## config.mk

```make
export PLATFORM = sky130hd
export DESIGN_NAME = duty_cycle_sensor_frame_decoder_core
export DESIGN_NICKNAME = d
export VERILOG_FILES = /design/src/rtl/dcsfd_pkg.sv /design/src/rtl/duty_cycle_sensor_frame_decoder_core.sv /design/src/rtl/dcsfd_front.sv /design/src/rtl/dcsfd_queue.sv /design/src/rtl/dcsfd_back.sv /design/src/rtl/dcsfd_out.sv
export SDC_FILE = /design/constraint.sdc
export NUM_CORES = 1
export LEC_CHECK = 0
export BUFFER_PORTS_ARGS = -buffer_cell sky130_fd_sc_hd__clkbuf_2
export CAP_MARGIN = 20
export CORE_MARGIN = 1
export CORE_UTILIZATION = 30
export DETAILED_ROUTE_END_ITERATION = 10
export REMOVE_ABC_BUFFERS = 1
export SETUP_SLACK_MARGIN = 0.2
export SLEW_MARGIN = 10
export SYNTH_ARGS = -nofsm -noshare
export SYNTH_HDL_FRONTEND = slang
export SYNTH_SLANG_ARGS = --single-unit
```

## constraint.sdc

```tcl
create_clock -name clk -period 13.7 [get_ports clk]
set_input_delay 4.11 -clock clk [delete_from_list [all_inputs] [get_ports clk]]
set_output_delay 4.11 -clock clk [all_outputs]
set_load 0.02 [all_outputs]
```

## src/rtl/dcsfd_pkg.sv

```systemverilog
// Shared types, constants and the temperature conversion of the frame decoder.
package dcsfd_pkg;

	typedef enum logic [1:0] {
		OP_START   = 2'd0,
		OP_PULSE   = 2'd1,
		OP_TIMEOUT = 2'd2,
		OP_CLEAR   = 2'd3
	} op_t;

	typedef enum logic [2:0] {
		ERR_OK         = 3'd0,
		ERR_INCOMPLETE = 3'd1,
		ERR_STROBE     = 3'd2,
		ERR_BIT_WIDTH  = 3'd3,
		ERR_PARITY     = 3'd4,
		ERR_ZERO_VALUE = 3'd5
	} err_t;

	localparam logic [2:0] REG_ONE_MIN    = 3'd0;
	localparam logic [2:0] REG_ONE_MAX    = 3'd1;
	localparam logic [2:0] REG_STROBE_MIN = 3'd2;
	localparam logic [2:0] REG_STROBE_MAX = 3'd3;
	localparam logic [2:0] REG_ZERO_MIN   = 3'd4;
	localparam logic [2:0] REG_ZERO_MAX   = 3'd5;

	localparam logic [7:0] RST_ONE_MIN    = 8'd15;
	localparam logic [7:0] RST_ONE_MAX    = 8'd35;
	localparam logic [7:0] RST_STROBE_MIN = 8'd39;
	localparam logic [7:0] RST_STROBE_MAX = 8'd60;
	localparam logic [7:0] RST_ZERO_MIN   = 8'd63;
	localparam logic [7:0] RST_ZERO_MAX   = 8'd96;

	localparam logic [4:0]  FRAME_PULSES = 5'd20;
	localparam logic [4:0]  POS_STROBE_HI = 5'd0;
	localparam logic [4:0]  POS_STROBE_LO = 5'd10;
	localparam logic [4:0]  POS_PARITY_HI = 5'd9;
	localparam logic [4:0]  POS_PARITY_LO = 5'd19;
	localparam logic [7:0]  BAD_LIMIT    = 8'd255;
	localparam logic [11:0] TEMP_SCALE   = 12'd2500;
	localparam logic [15:0] TEMP_KNEE    = 16'd767;
	localparam logic [15:0] TEMP_OFFSET  = 16'd22315;

	typedef struct packed {
		op_t  op;
		logic strobe_ok;
		logic zero_ok;
		logic one_ok;
	} q_entry_t;

	typedef struct packed {
		logic [15:0] raw;
		err_t        err;
		logic [7:0]  bad;
	} result_t;

	typedef struct packed {
		logic       sampling;
		logic [4:0] pulse_index;
	} frame_stat_t;

	function automatic logic [15:0] to_temperature(input logic [15:0] raw);
		logic [16:0] r;
		logic [28:0] p;
		r = {1'b0, raw} + 17'(raw >= TEMP_KNEE);
		p = 29'(r) * 29'(TEMP_SCALE);
		return p[23:8] + TEMP_OFFSET;
	endfunction

endpackage

```

## src/rtl/duty_cycle_sensor_frame_decoder_core.sv

```systemverilog
// Top level of the pulse-width sensor frame decoder.
// The completing beat passes the queue and the back-end result register before out_valid rises.
// Throughput: one input beat per cycle while the queue has room; the back end retires one
// queued item each cycle while its result register is free.
// The queue of QUEUE_DEPTH entries lets the front end keep taking beats while the output stalls.
// Reset clears the frame state, the bad-reading count and the queue; windows return to defaults.
module duty_cycle_sensor_frame_decoder_core #(
	parameter int QUEUE_DEPTH = 4
) (
	input  logic        clk,
	input  logic        arst_n,
	input  logic        in_valid,
	output logic        in_ready,
	input  logic [1:0]  opcode,
	input  logic [7:0]  pulse_width,
	output logic        out_valid,
	input  logic        out_ready,
	output logic [15:0] raw_value,
	output logic [15:0] temperature,
	output logic        valid_res,
	output logic [2:0]  error_code,
	output logic [7:0]  bad_count,
	input  logic        cfg_valid,
	output logic        cfg_ready,
	input  logic [2:0]  cfg_index,
	input  logic [7:0]  cfg_data
);
	import dcsfd_pkg::*;

	logic        push_valid, push_ready, pop_valid, pop_ready;
	q_entry_t    push_data, pop_data;
	logic        res_valid_s1, res_ready;
	result_t     res_s1;
	frame_stat_t stat;

	dcsfd_front u_front (
		.clk        (clk),
		.arst_n     (arst_n),
		.cfg_valid  (cfg_valid),
		.cfg_ready  (cfg_ready),
		.cfg_index  (cfg_index),
		.cfg_data   (cfg_data),
		.in_valid   (in_valid),
		.in_ready   (in_ready),
		.opcode     (opcode),
		.pulse_width(pulse_width),
		.push_valid (push_valid),
		.push_ready (push_ready),
		.push_data  (push_data)
	);

	dcsfd_queue #(
		.DEPTH(QUEUE_DEPTH)
	) u_queue (
		.clk       (clk),
		.arst_n    (arst_n),
		.push_valid(push_valid),
		.push_ready(push_ready),
		.push_data (push_data),
		.pop_valid (pop_valid),
		.pop_ready (pop_ready),
		.pop_data  (pop_data)
	);

	dcsfd_back u_back (
		.clk         (clk),
		.arst_n      (arst_n),
		.pop_valid   (pop_valid),
		.pop_ready   (pop_ready),
		.pop_data    (pop_data),
		.res_valid_s1(res_valid_s1),
		.res_ready   (res_ready),
		.res_s1      (res_s1),
		.stat        (stat)
	);

	dcsfd_out u_out (
		.clk        (clk),
		.arst_n     (arst_n),
		.res_valid  (res_valid_s1),
		.res_ready  (res_ready),
		.res        (res_s1),
		.out_valid  (out_valid),
		.out_ready  (out_ready),
		.raw_value  (raw_value),
		.temperature(temperature),
		.valid_res  (valid_res),
		.error_code (error_code),
		.bad_count  (bad_count)
	);

	a_index_in_frame: assert property (@(posedge clk) disable iff (!arst_n)
		stat.sampling |-> stat.pulse_index < FRAME_PULSES)
		else $error("pulse index beyond frame while sampling");

	a_valid_means_good: assert property (@(posedge clk) disable iff (!arst_n)
		out_valid && valid_res |-> error_code == ERR_OK && raw_value != 16'd0)
		else $error("valid result without a clean nonzero frame");

	a_bad_zeroed: assert property (@(posedge clk) disable iff (!arst_n)
		out_valid && !valid_res |-> raw_value == 16'd0 && temperature == 16'd0)
		else $error("failed frame carries a value");

	a_result_only_from_frame: assert property (@(posedge clk) disable iff (!arst_n)
		$rose(res_valid_s1) |-> $past(stat.sampling))
		else $error("result raised without a frame in progress");

endmodule

```

## src/rtl/dcsfd_front.sv

```systemverilog
// Front end: configuration registers and pulse-width window classification.
module dcsfd_front (
	input  logic                clk,
	input  logic                arst_n,
	input  logic                cfg_valid,
	output logic                cfg_ready,
	input  logic [2:0]          cfg_index,
	input  logic [7:0]          cfg_data,
	input  logic                in_valid,
	output logic                in_ready,
	input  logic [1:0]          opcode,
	input  logic [7:0]          pulse_width,
	output logic                push_valid,
	input  logic                push_ready,
	output dcsfd_pkg::q_entry_t push_data
);
	import dcsfd_pkg::*;

	logic [7:0] one_min_q, one_max_q, strobe_min_q, strobe_max_q, zero_min_q, zero_max_q;

	assign cfg_ready = 1'b1;

	always_ff @(posedge clk or negedge arst_n) begin
		if (!arst_n) begin
			one_min_q    <= RST_ONE_MIN;
			one_max_q    <= RST_ONE_MAX;
			strobe_min_q <= RST_STROBE_MIN;
			strobe_max_q <= RST_STROBE_MAX;
			zero_min_q   <= RST_ZERO_MIN;
			zero_max_q   <= RST_ZERO_MAX;
		end else if (cfg_valid) begin
			unique case (cfg_index)
				REG_ONE_MIN:    one_min_q    <= cfg_data;
				REG_ONE_MAX:    one_max_q    <= cfg_data;
				REG_STROBE_MIN: strobe_min_q <= cfg_data;
				REG_STROBE_MAX: strobe_max_q <= cfg_data;
				REG_ZERO_MIN:   zero_min_q   <= cfg_data;
				REG_ZERO_MAX:   zero_max_q   <= cfg_data;
				default: begin
				end
			endcase
		end
	end

	always_comb begin
		push_data.op        = op_t'(opcode);
		push_data.strobe_ok = (pulse_width >= strobe_min_q) && (pulse_width <= strobe_max_q);
		push_data.zero_ok   = (pulse_width >= zero_min_q) && (pulse_width <= zero_max_q);
		push_data.one_ok    = (pulse_width >= one_min_q) && (pulse_width <= one_max_q);
	end

	assign push_valid = in_valid;
	assign in_ready   = push_ready;

endmodule

```

## src/rtl/dcsfd_queue.sv

```systemverilog
// Small register queue between the classifying front end and the frame back end.
module dcsfd_queue #(
	parameter int DEPTH = 4
) (
	input  logic                clk,
	input  logic                arst_n,
	input  logic                push_valid,
	output logic                push_ready,
	input  dcsfd_pkg::q_entry_t push_data,
	output logic                pop_valid,
	input  logic                pop_ready,
	output dcsfd_pkg::q_entry_t pop_data
);
	import dcsfd_pkg::*;

	localparam int PTR_W = (DEPTH > 1) ? $clog2(DEPTH) : 1;
	localparam int CNT_W = $clog2(DEPTH + 1);
	localparam logic [PTR_W-1:0] LAST_PTR = PTR_W'(DEPTH - 1);
	localparam logic [CNT_W-1:0] FULL_CNT = CNT_W'(DEPTH);

	q_entry_t         mem_q [DEPTH];
	logic [PTR_W-1:0] wr_ptr_q, rd_ptr_q;
	logic [CNT_W-1:0] count_q;
	logic             push, pop;

	assign push_ready = (count_q != FULL_CNT);
	assign pop_valid  = (count_q != '0);
	assign push       = push_valid && push_ready;
	assign pop        = pop_valid && pop_ready;
	assign pop_data   = mem_q[rd_ptr_q];

	always_ff @(posedge clk) begin
		if (push) begin
			mem_q[wr_ptr_q] <= push_data;
		end
	end

	always_ff @(posedge clk or negedge arst_n) begin
		if (!arst_n) begin
			wr_ptr_q <= '0;
			rd_ptr_q <= '0;
			count_q  <= '0;
		end else begin
			if (push) begin
				wr_ptr_q <= (wr_ptr_q == LAST_PTR) ? '0 : wr_ptr_q + 1'b1;
			end
			if (pop) begin
				rd_ptr_q <= (rd_ptr_q == LAST_PTR) ? '0 : rd_ptr_q + 1'b1;
			end
			if (push && !pop) begin
				count_q <= count_q + 1'b1;
			end else if (pop && !push) begin
				count_q <= count_q - 1'b1;
			end
		end
	end

endmodule

```

## src/rtl/dcsfd_back.sv

```systemverilog
// Back end: frame assembly, fault ranking and bad-reading count.
module dcsfd_back (
	input  logic                   clk,
	input  logic                   arst_n,
	input  logic                   pop_valid,
	output logic                   pop_ready,
	input  dcsfd_pkg::q_entry_t    pop_data,
	output logic                   res_valid_s1,
	input  logic                   res_ready,
	output dcsfd_pkg::result_t     res_s1,
	output dcsfd_pkg::frame_stat_t stat
);
	import dcsfd_pkg::*;

	logic       sampling_q, sampling_n;
	logic [4:0] index_q, index_n;
	logic [7:0] high_q, high_n, low_q, low_n;
	logic       parity_q, parity_n;
	logic       strobe_fault_q, strobe_fault_n;
	err_t       first_fault_q, first_fault_n;
	logic [7:0] bad_q, bad_n;
	logic       fin;
	err_t       fin_code, err;
	logic       is_one, pop;
	logic [15:0] raw_n;
	result_t    res_n;

	assign pop       = pop_valid && pop_ready;
	assign pop_ready = !res_valid_s1 || res_ready;
	assign is_one    = !pop_data.zero_ok && pop_data.one_ok;

	always_comb begin
		sampling_n     = sampling_q;
		index_n        = index_q;
		high_n         = high_q;
		low_n          = low_q;
		parity_n       = parity_q;
		strobe_fault_n = strobe_fault_q;
		first_fault_n  = first_fault_q;
		bad_n          = bad_q;
		fin            = 1'b0;
		fin_code       = ERR_OK;
		unique case (pop_data.op)
			OP_START: begin
				if (!sampling_q) begin
					sampling_n     = 1'b1;
					index_n        = '0;
					high_n         = '0;
					low_n          = '0;
					parity_n       = 1'b0;
					strobe_fault_n = 1'b0;
					first_fault_n  = ERR_OK;
				end
			end
			OP_PULSE: begin
				if (sampling_q) begin
					if (index_q == POS_STROBE_HI || index_q == POS_STROBE_LO) begin
						if (!pop_data.strobe_ok) begin
							strobe_fault_n = 1'b1;
						end
						parity_n = 1'b0;
					end else if (index_q == POS_PARITY_HI || index_q == POS_PARITY_LO) begin
						if (first_fault_q == ERR_OK) begin
							if (pop_data.zero_ok) begin
								if (parity_q) begin
									first_fault_n = ERR_PARITY;
								end
							end else if (pop_data.one_ok) begin
								if (!parity_q) begin
									first_fault_n = ERR_PARITY;
								end
							end else begin
								first_fault_n = ERR_BIT_WIDTH;
							end
						end
					end else begin
						if (index_q < POS_STROBE_LO) begin
							high_n = {high_q[6:0], is_one};
						end else begin
							low_n = {low_q[6:0], is_one};
						end
						if (is_one) begin
							parity_n = !parity_q;
						end
						if (!pop_data.zero_ok && !pop_data.one_ok
							&& first_fault_q == ERR_OK) begin
							first_fault_n = ERR_BIT_WIDTH;
						end
					end
					index_n = index_q + 1'b1;
					if (index_n >= FRAME_PULSES) begin
						fin = 1'b1;
					end
				end
			end
			OP_TIMEOUT: begin
				if (sampling_q) begin
					fin      = 1'b1;
					fin_code = ERR_INCOMPLETE;
				end
			end
			OP_CLEAR: begin
				bad_n = '0;
			end
			default: begin
			end
		endcase

		raw_n = {high_n, low_n};
		err   = fin_code;
		if (err == ERR_OK) begin
			if (strobe_fault_n) begin
				err = ERR_STROBE;
			end else if (first_fault_n != ERR_OK) begin
				err = first_fault_n;
			end else if (raw_n == '0) begin
				err = ERR_ZERO_VALUE;
			end
		end
		if (fin) begin
			sampling_n = 1'b0;
			if (err != ERR_OK && bad_q != BAD_LIMIT) begin
				bad_n = bad_q + 1'b1;
			end
		end
		res_n.raw = (err == ERR_OK) ? raw_n : '0;
		res_n.err = err;
		res_n.bad = bad_n;
	end

	always_ff @(posedge clk or negedge arst_n) begin
		if (!arst_n) begin
			sampling_q     <= 1'b0;
			index_q        <= '0;
			high_q         <= '0;
			low_q          <= '0;
			parity_q       <= 1'b0;
			strobe_fault_q <= 1'b0;
			first_fault_q  <= ERR_OK;
			bad_q          <= '0;
			res_valid_s1   <= 1'b0;
		end else begin
			if (pop) begin
				sampling_q     <= sampling_n;
				index_q        <= index_n;
				high_q         <= high_n;
				low_q          <= low_n;
				parity_q       <= parity_n;
				strobe_fault_q <= strobe_fault_n;
				first_fault_q  <= first_fault_n;
				bad_q          <= bad_n;
				res_valid_s1   <= fin;
			end else if (res_ready) begin
				res_valid_s1 <= 1'b0;
			end
		end
	end

	always_ff @(posedge clk) begin
		if (pop && fin) begin
			res_s1 <= res_n;
		end
	end

	assign stat.sampling    = sampling_q;
	assign stat.pulse_index = index_q;

endmodule

```

## src/rtl/dcsfd_out.sv

```systemverilog
// Output stage: temperature conversion and the result register.
module dcsfd_out (
	input  logic               clk,
	input  logic               arst_n,
	input  logic               res_valid,
	output logic               res_ready,
	input  dcsfd_pkg::result_t res,
	output logic               out_valid,
	input  logic               out_ready,
	output logic [15:0]        raw_value,
	output logic [15:0]        temperature,
	output logic               valid_res,
	output logic [2:0]         error_code,
	output logic [7:0]         bad_count
);
	import dcsfd_pkg::*;

	logic        take;
	logic [15:0] temp_n;

	assign res_ready = !out_valid || out_ready;
	assign take      = res_valid && res_ready;
	assign temp_n    = (res.err == ERR_OK) ? to_temperature(res.raw) : '0;

	always_ff @(posedge clk or negedge arst_n) begin
		if (!arst_n) begin
			out_valid <= 1'b0;
		end else if (res_ready) begin
			out_valid <= res_valid;
		end
	end

	always_ff @(posedge clk) begin
		if (take) begin
			raw_value   <= res.raw;
			temperature <= temp_n;
			valid_res   <= (res.err == ERR_OK);
			error_code  <= res.err;
			bad_count   <= res.bad;
		end
	end

endmodule
```

==> flow_metrics.tcl <==
set metrics [dict create \
    clock_sinks 183 \
    htree_levels 4 \
    critPathArrivalTime_ns 7.89 \
    root_buffer "clkbuf_16" \
    yosysWarnings 0 \
    die_width_um 203 \
    die_y_um 203 \
    overflow 0 \
    skew_ns 0.00844 \
    status "complete, no violations" \
    cts_resized 0 \
    wl_per_cell_um 14.5 \
    drc 0 \
    antenna_found_initial 0 \
    yosys_most_used_dff "edfxtp_1" \
    synth-edff-count 91 \
    cts_hold_buf 0 \
    r2r_cells 27 \
    crit_type "flip-flop to flip-flop" \
    min_period_ns 7.60 \
    start_kind "flip-flop" \
    drt_iter0_markers 554 \
    grt_max_degree 61 \
    clk_pin_slew_ns 0.07 \
    yosysUniqueCellTypes 85 \
    drt_first_pass_iters 5 \
    hold_class "flip-flop to flip-flop" \
    layout_commonest_cell "inv_1" \
    final_max_slew_viol_count 0 \
    post-cts-setup-buffers 0 \
    slew_headroom_pct 40.6 \
    cp_max_fo 7 \
    grt_pass1_vias 8479 \
    place.gp.congestion 0.858 \
    core-area_mm2 0.0399 \
    drv_cap 0 \
    routed_via_density 4.82 \
    hold_viol_final 0 \
    area_delta_synth_final_pct 12.3 \
    cts_buffer_depth 2 \
    grt_use_total_pct 13.0 \
    worst_pin_slew_ns 0.890 \
    drive_above_1_share_pct 15.0 \
    startpoint "u_back.res_s1[15]" \
    via_count 8531 \
    start_util_pct 30.5 \
    ant_nets 0 \
    regToRegSetupSlack_ns 6.10 \
    final_cell_mix "128 x inv_1, 121 x ha_1, 103 x nand2_1" \
    grt_pass1_wl_um 43000 \
    cp-end-kind "flip-flop" \
    worstSkewPairLatency_ns 0.44 \
    cp-endpoint "u_out.temperature[14]" \
    setup_viol 0 \
    cts_buffers 17 \
    drt_wl_total_um 25700 \
    mappedNetlistArea_mm2 0.0122 \
    netlist_instances 1167 \
    synthArstFlopShare_pct 50.3 \
    dieArea_mm2 0.0414 \
    fmax_mhz 132 \
    io_buffer_count 71 \
    rr_startpoint "u_back.res_s1[15]" \
    grt_setup_unrepaired "false" \
    cts_tree "yes" \
    synth-seq-area-share_pct 41.6 \
    row_count 73 \
    reg2reg_to "u_out.temperature[14]" \
    ios 73 \
    post-route-period-util_pct 55.5 \
    synth-seq-cells 183 \
    diodes 0 \
    detailed_place_hpwl_um 19400 \
    fill_cells 3995 \
    synth.avg_cell_area_um2 10.4 \
    layout.nets 1414 \
    required_ns 13.99 \
    setup_tns_ns 0 \
]
-- flip-flops by register name, summed over array words and instances, names as in the netlist, 2 cells and up --
register	count
u_queue.count_q	3
u_out.error_code	3
u_back.res_s1	27
u_out.raw_value	16
u_out.bad_count	8
u_front.strobe_min_q	8
u_back.index_q	5
u_front.zero_max_q	8
u_back.first_fault_q	3
u_front.one_max_q	8
u_back.bad_q	8
u_queue.rd_ptr_q	2
u_back.high_q	8
u_out.temperature	16
u_back.low_q	8
u_front.one_min_q	8
u_front.zero_min_q	8
u_queue.wr_ptr_q	2
u_queue.mem_q	20
u_front.strobe_max_q	8
-- metrics by stage --
stage          setup slack, ns  cell area, um2  hold slack [ns]  utilization, %  std cells
2_1_floorplan             6.71           12000            0.400               -       1133
3_3_place_gp              6.36           13100            0.402            32.8       1736
3_5_place_dp              6.08           13100            0.406            32.8       1736
4_1_cts                   6.04           13700            0.423            34.2       1768
5_1_grt                   5.54           13700            0.435            34.2       1769
6_report                  6.10           13700            0.422            34.2       1769
-- Yosys cell counts (4+ instances only) --
library cell	count	area, um2
a211o_1	13	114
a21o_1	34	255
a21oi_1	52	260
a22oi_1	12	90.1
a31oi_1	4	25.0
and2_1	4	25.0
and3_1	17	106
buf_2	6	30.0
clkbuf_1	24	90.1
dfrtp_1	69	1730
dfstp_2	23	604
edfxtp_1	91	2730
fa_1	36	721
ha_1	121	1510
inv_1	128	480
mux2_2	27	304
mux2i_1	8	80.1
mux4_2	5	113
nand2_1	103	387
nand2b_1	19	119
nand3_1	27	135
nand3b_1	6	45.0
nand4_1	9	56.3
nor2_1	70	263
nor2b_1	9	56.3
nor3_1	21	105
nor3b_1	5	37.5
nor4_1	6	37.5
o2111ai_1	4	35.0
o211ai_1	4	30.0
o21a_1	8	60.1
o21ai_0	71	355
o31ai_1	6	45.0
or3_1	5	31.3
xnor2_1	31	272
xor2_1	13	114
-- cell families (layout without fill, tap and decap cells) --
kind of cell	after synthesis	count (layout)	share of synthesized area, %
AO/OA/AOI/OAI	258	258	14.4
other	1	1	0.0308
buffers and inverters	163	240	5.18
multiplexers	41	41	4.26
XOR/XNOR	45	45	3.30
AND/OR/NAND/NOR	319	319	12.8
flip-flops	183	183	41.6
adder cells (fa/ha/maj)	157	157	18.4
-- layout make-up --
type / instances / area [um2] / share of cell area, %
tap: 525 / 657 / 4.81
clock buffer: 17 / 425 / 3.11
multi-input combinational: 821 / 6480 / 47.4
clock inverter: 15 / 125 / 0.915
sequential: 183 / 5060 / 37.0
timing repair buffer: 79 / 430 / 3.15
inverter: 129 / 484 / 3.54
-- worst min-delay path by stage --
stage / start / cells after the start / to / slack (ns)
finish: u_back.res_s1[0] / 0 / u_out.bad_count[0] / 0.42
CTS: u_back.res_s1[0] / 0 / u_out.bad_count[0] / 0.42
global placement: u_back.res_s1[2] / 0 / u_out.bad_count[2] / 0.40
floorplan: u_back.res_s1[0] / 0 / u_out.bad_count[0] / 0.40
detailed placement: u_back.res_s1[0] / 0 / u_out.bad_count[0] / 0.41
global route: u_back.res_s1[0] / 0 / u_out.bad_count[0] / 0.43
-- routing by layer --
metal	track usage [%]	wire length, um
met3	2.21	656
met5	0	0
met4	2.87	203
met1	17.0	12300
met2	22.2	12500
-- worst max-delay path, cell delays in order, from the launching register on --
cell,delay (ns)
edfxtp_1,0.49
and4_2,0.29
and3_1,0.17
and3_1,0.15
o21ai_0,0.08
nand3_1,0.14
ha_1,0.22
ha_1,0.22
nand2_1,0.08
nor3_1,0.30
nand2_1,0.16
xnor2_1,0.51
fa_1,0.52
ha_1,0.31
fa_1,0.48
ha_1,0.28
inv_1,0.05
fa_1,0.50
inv_1,0.04
ha_1,0.38
inv_1,0.11
or3_1,0.37
o211ai_1,0.22
a21boi_1,0.37
nor2b_1,0.32
nor4_1,0.12
a211oi_1,0.34
mux2i_1,0.23
Power is not shown: default switching activity piles up to over one toggle a cycle in this logic, so the estimate is an artifact.
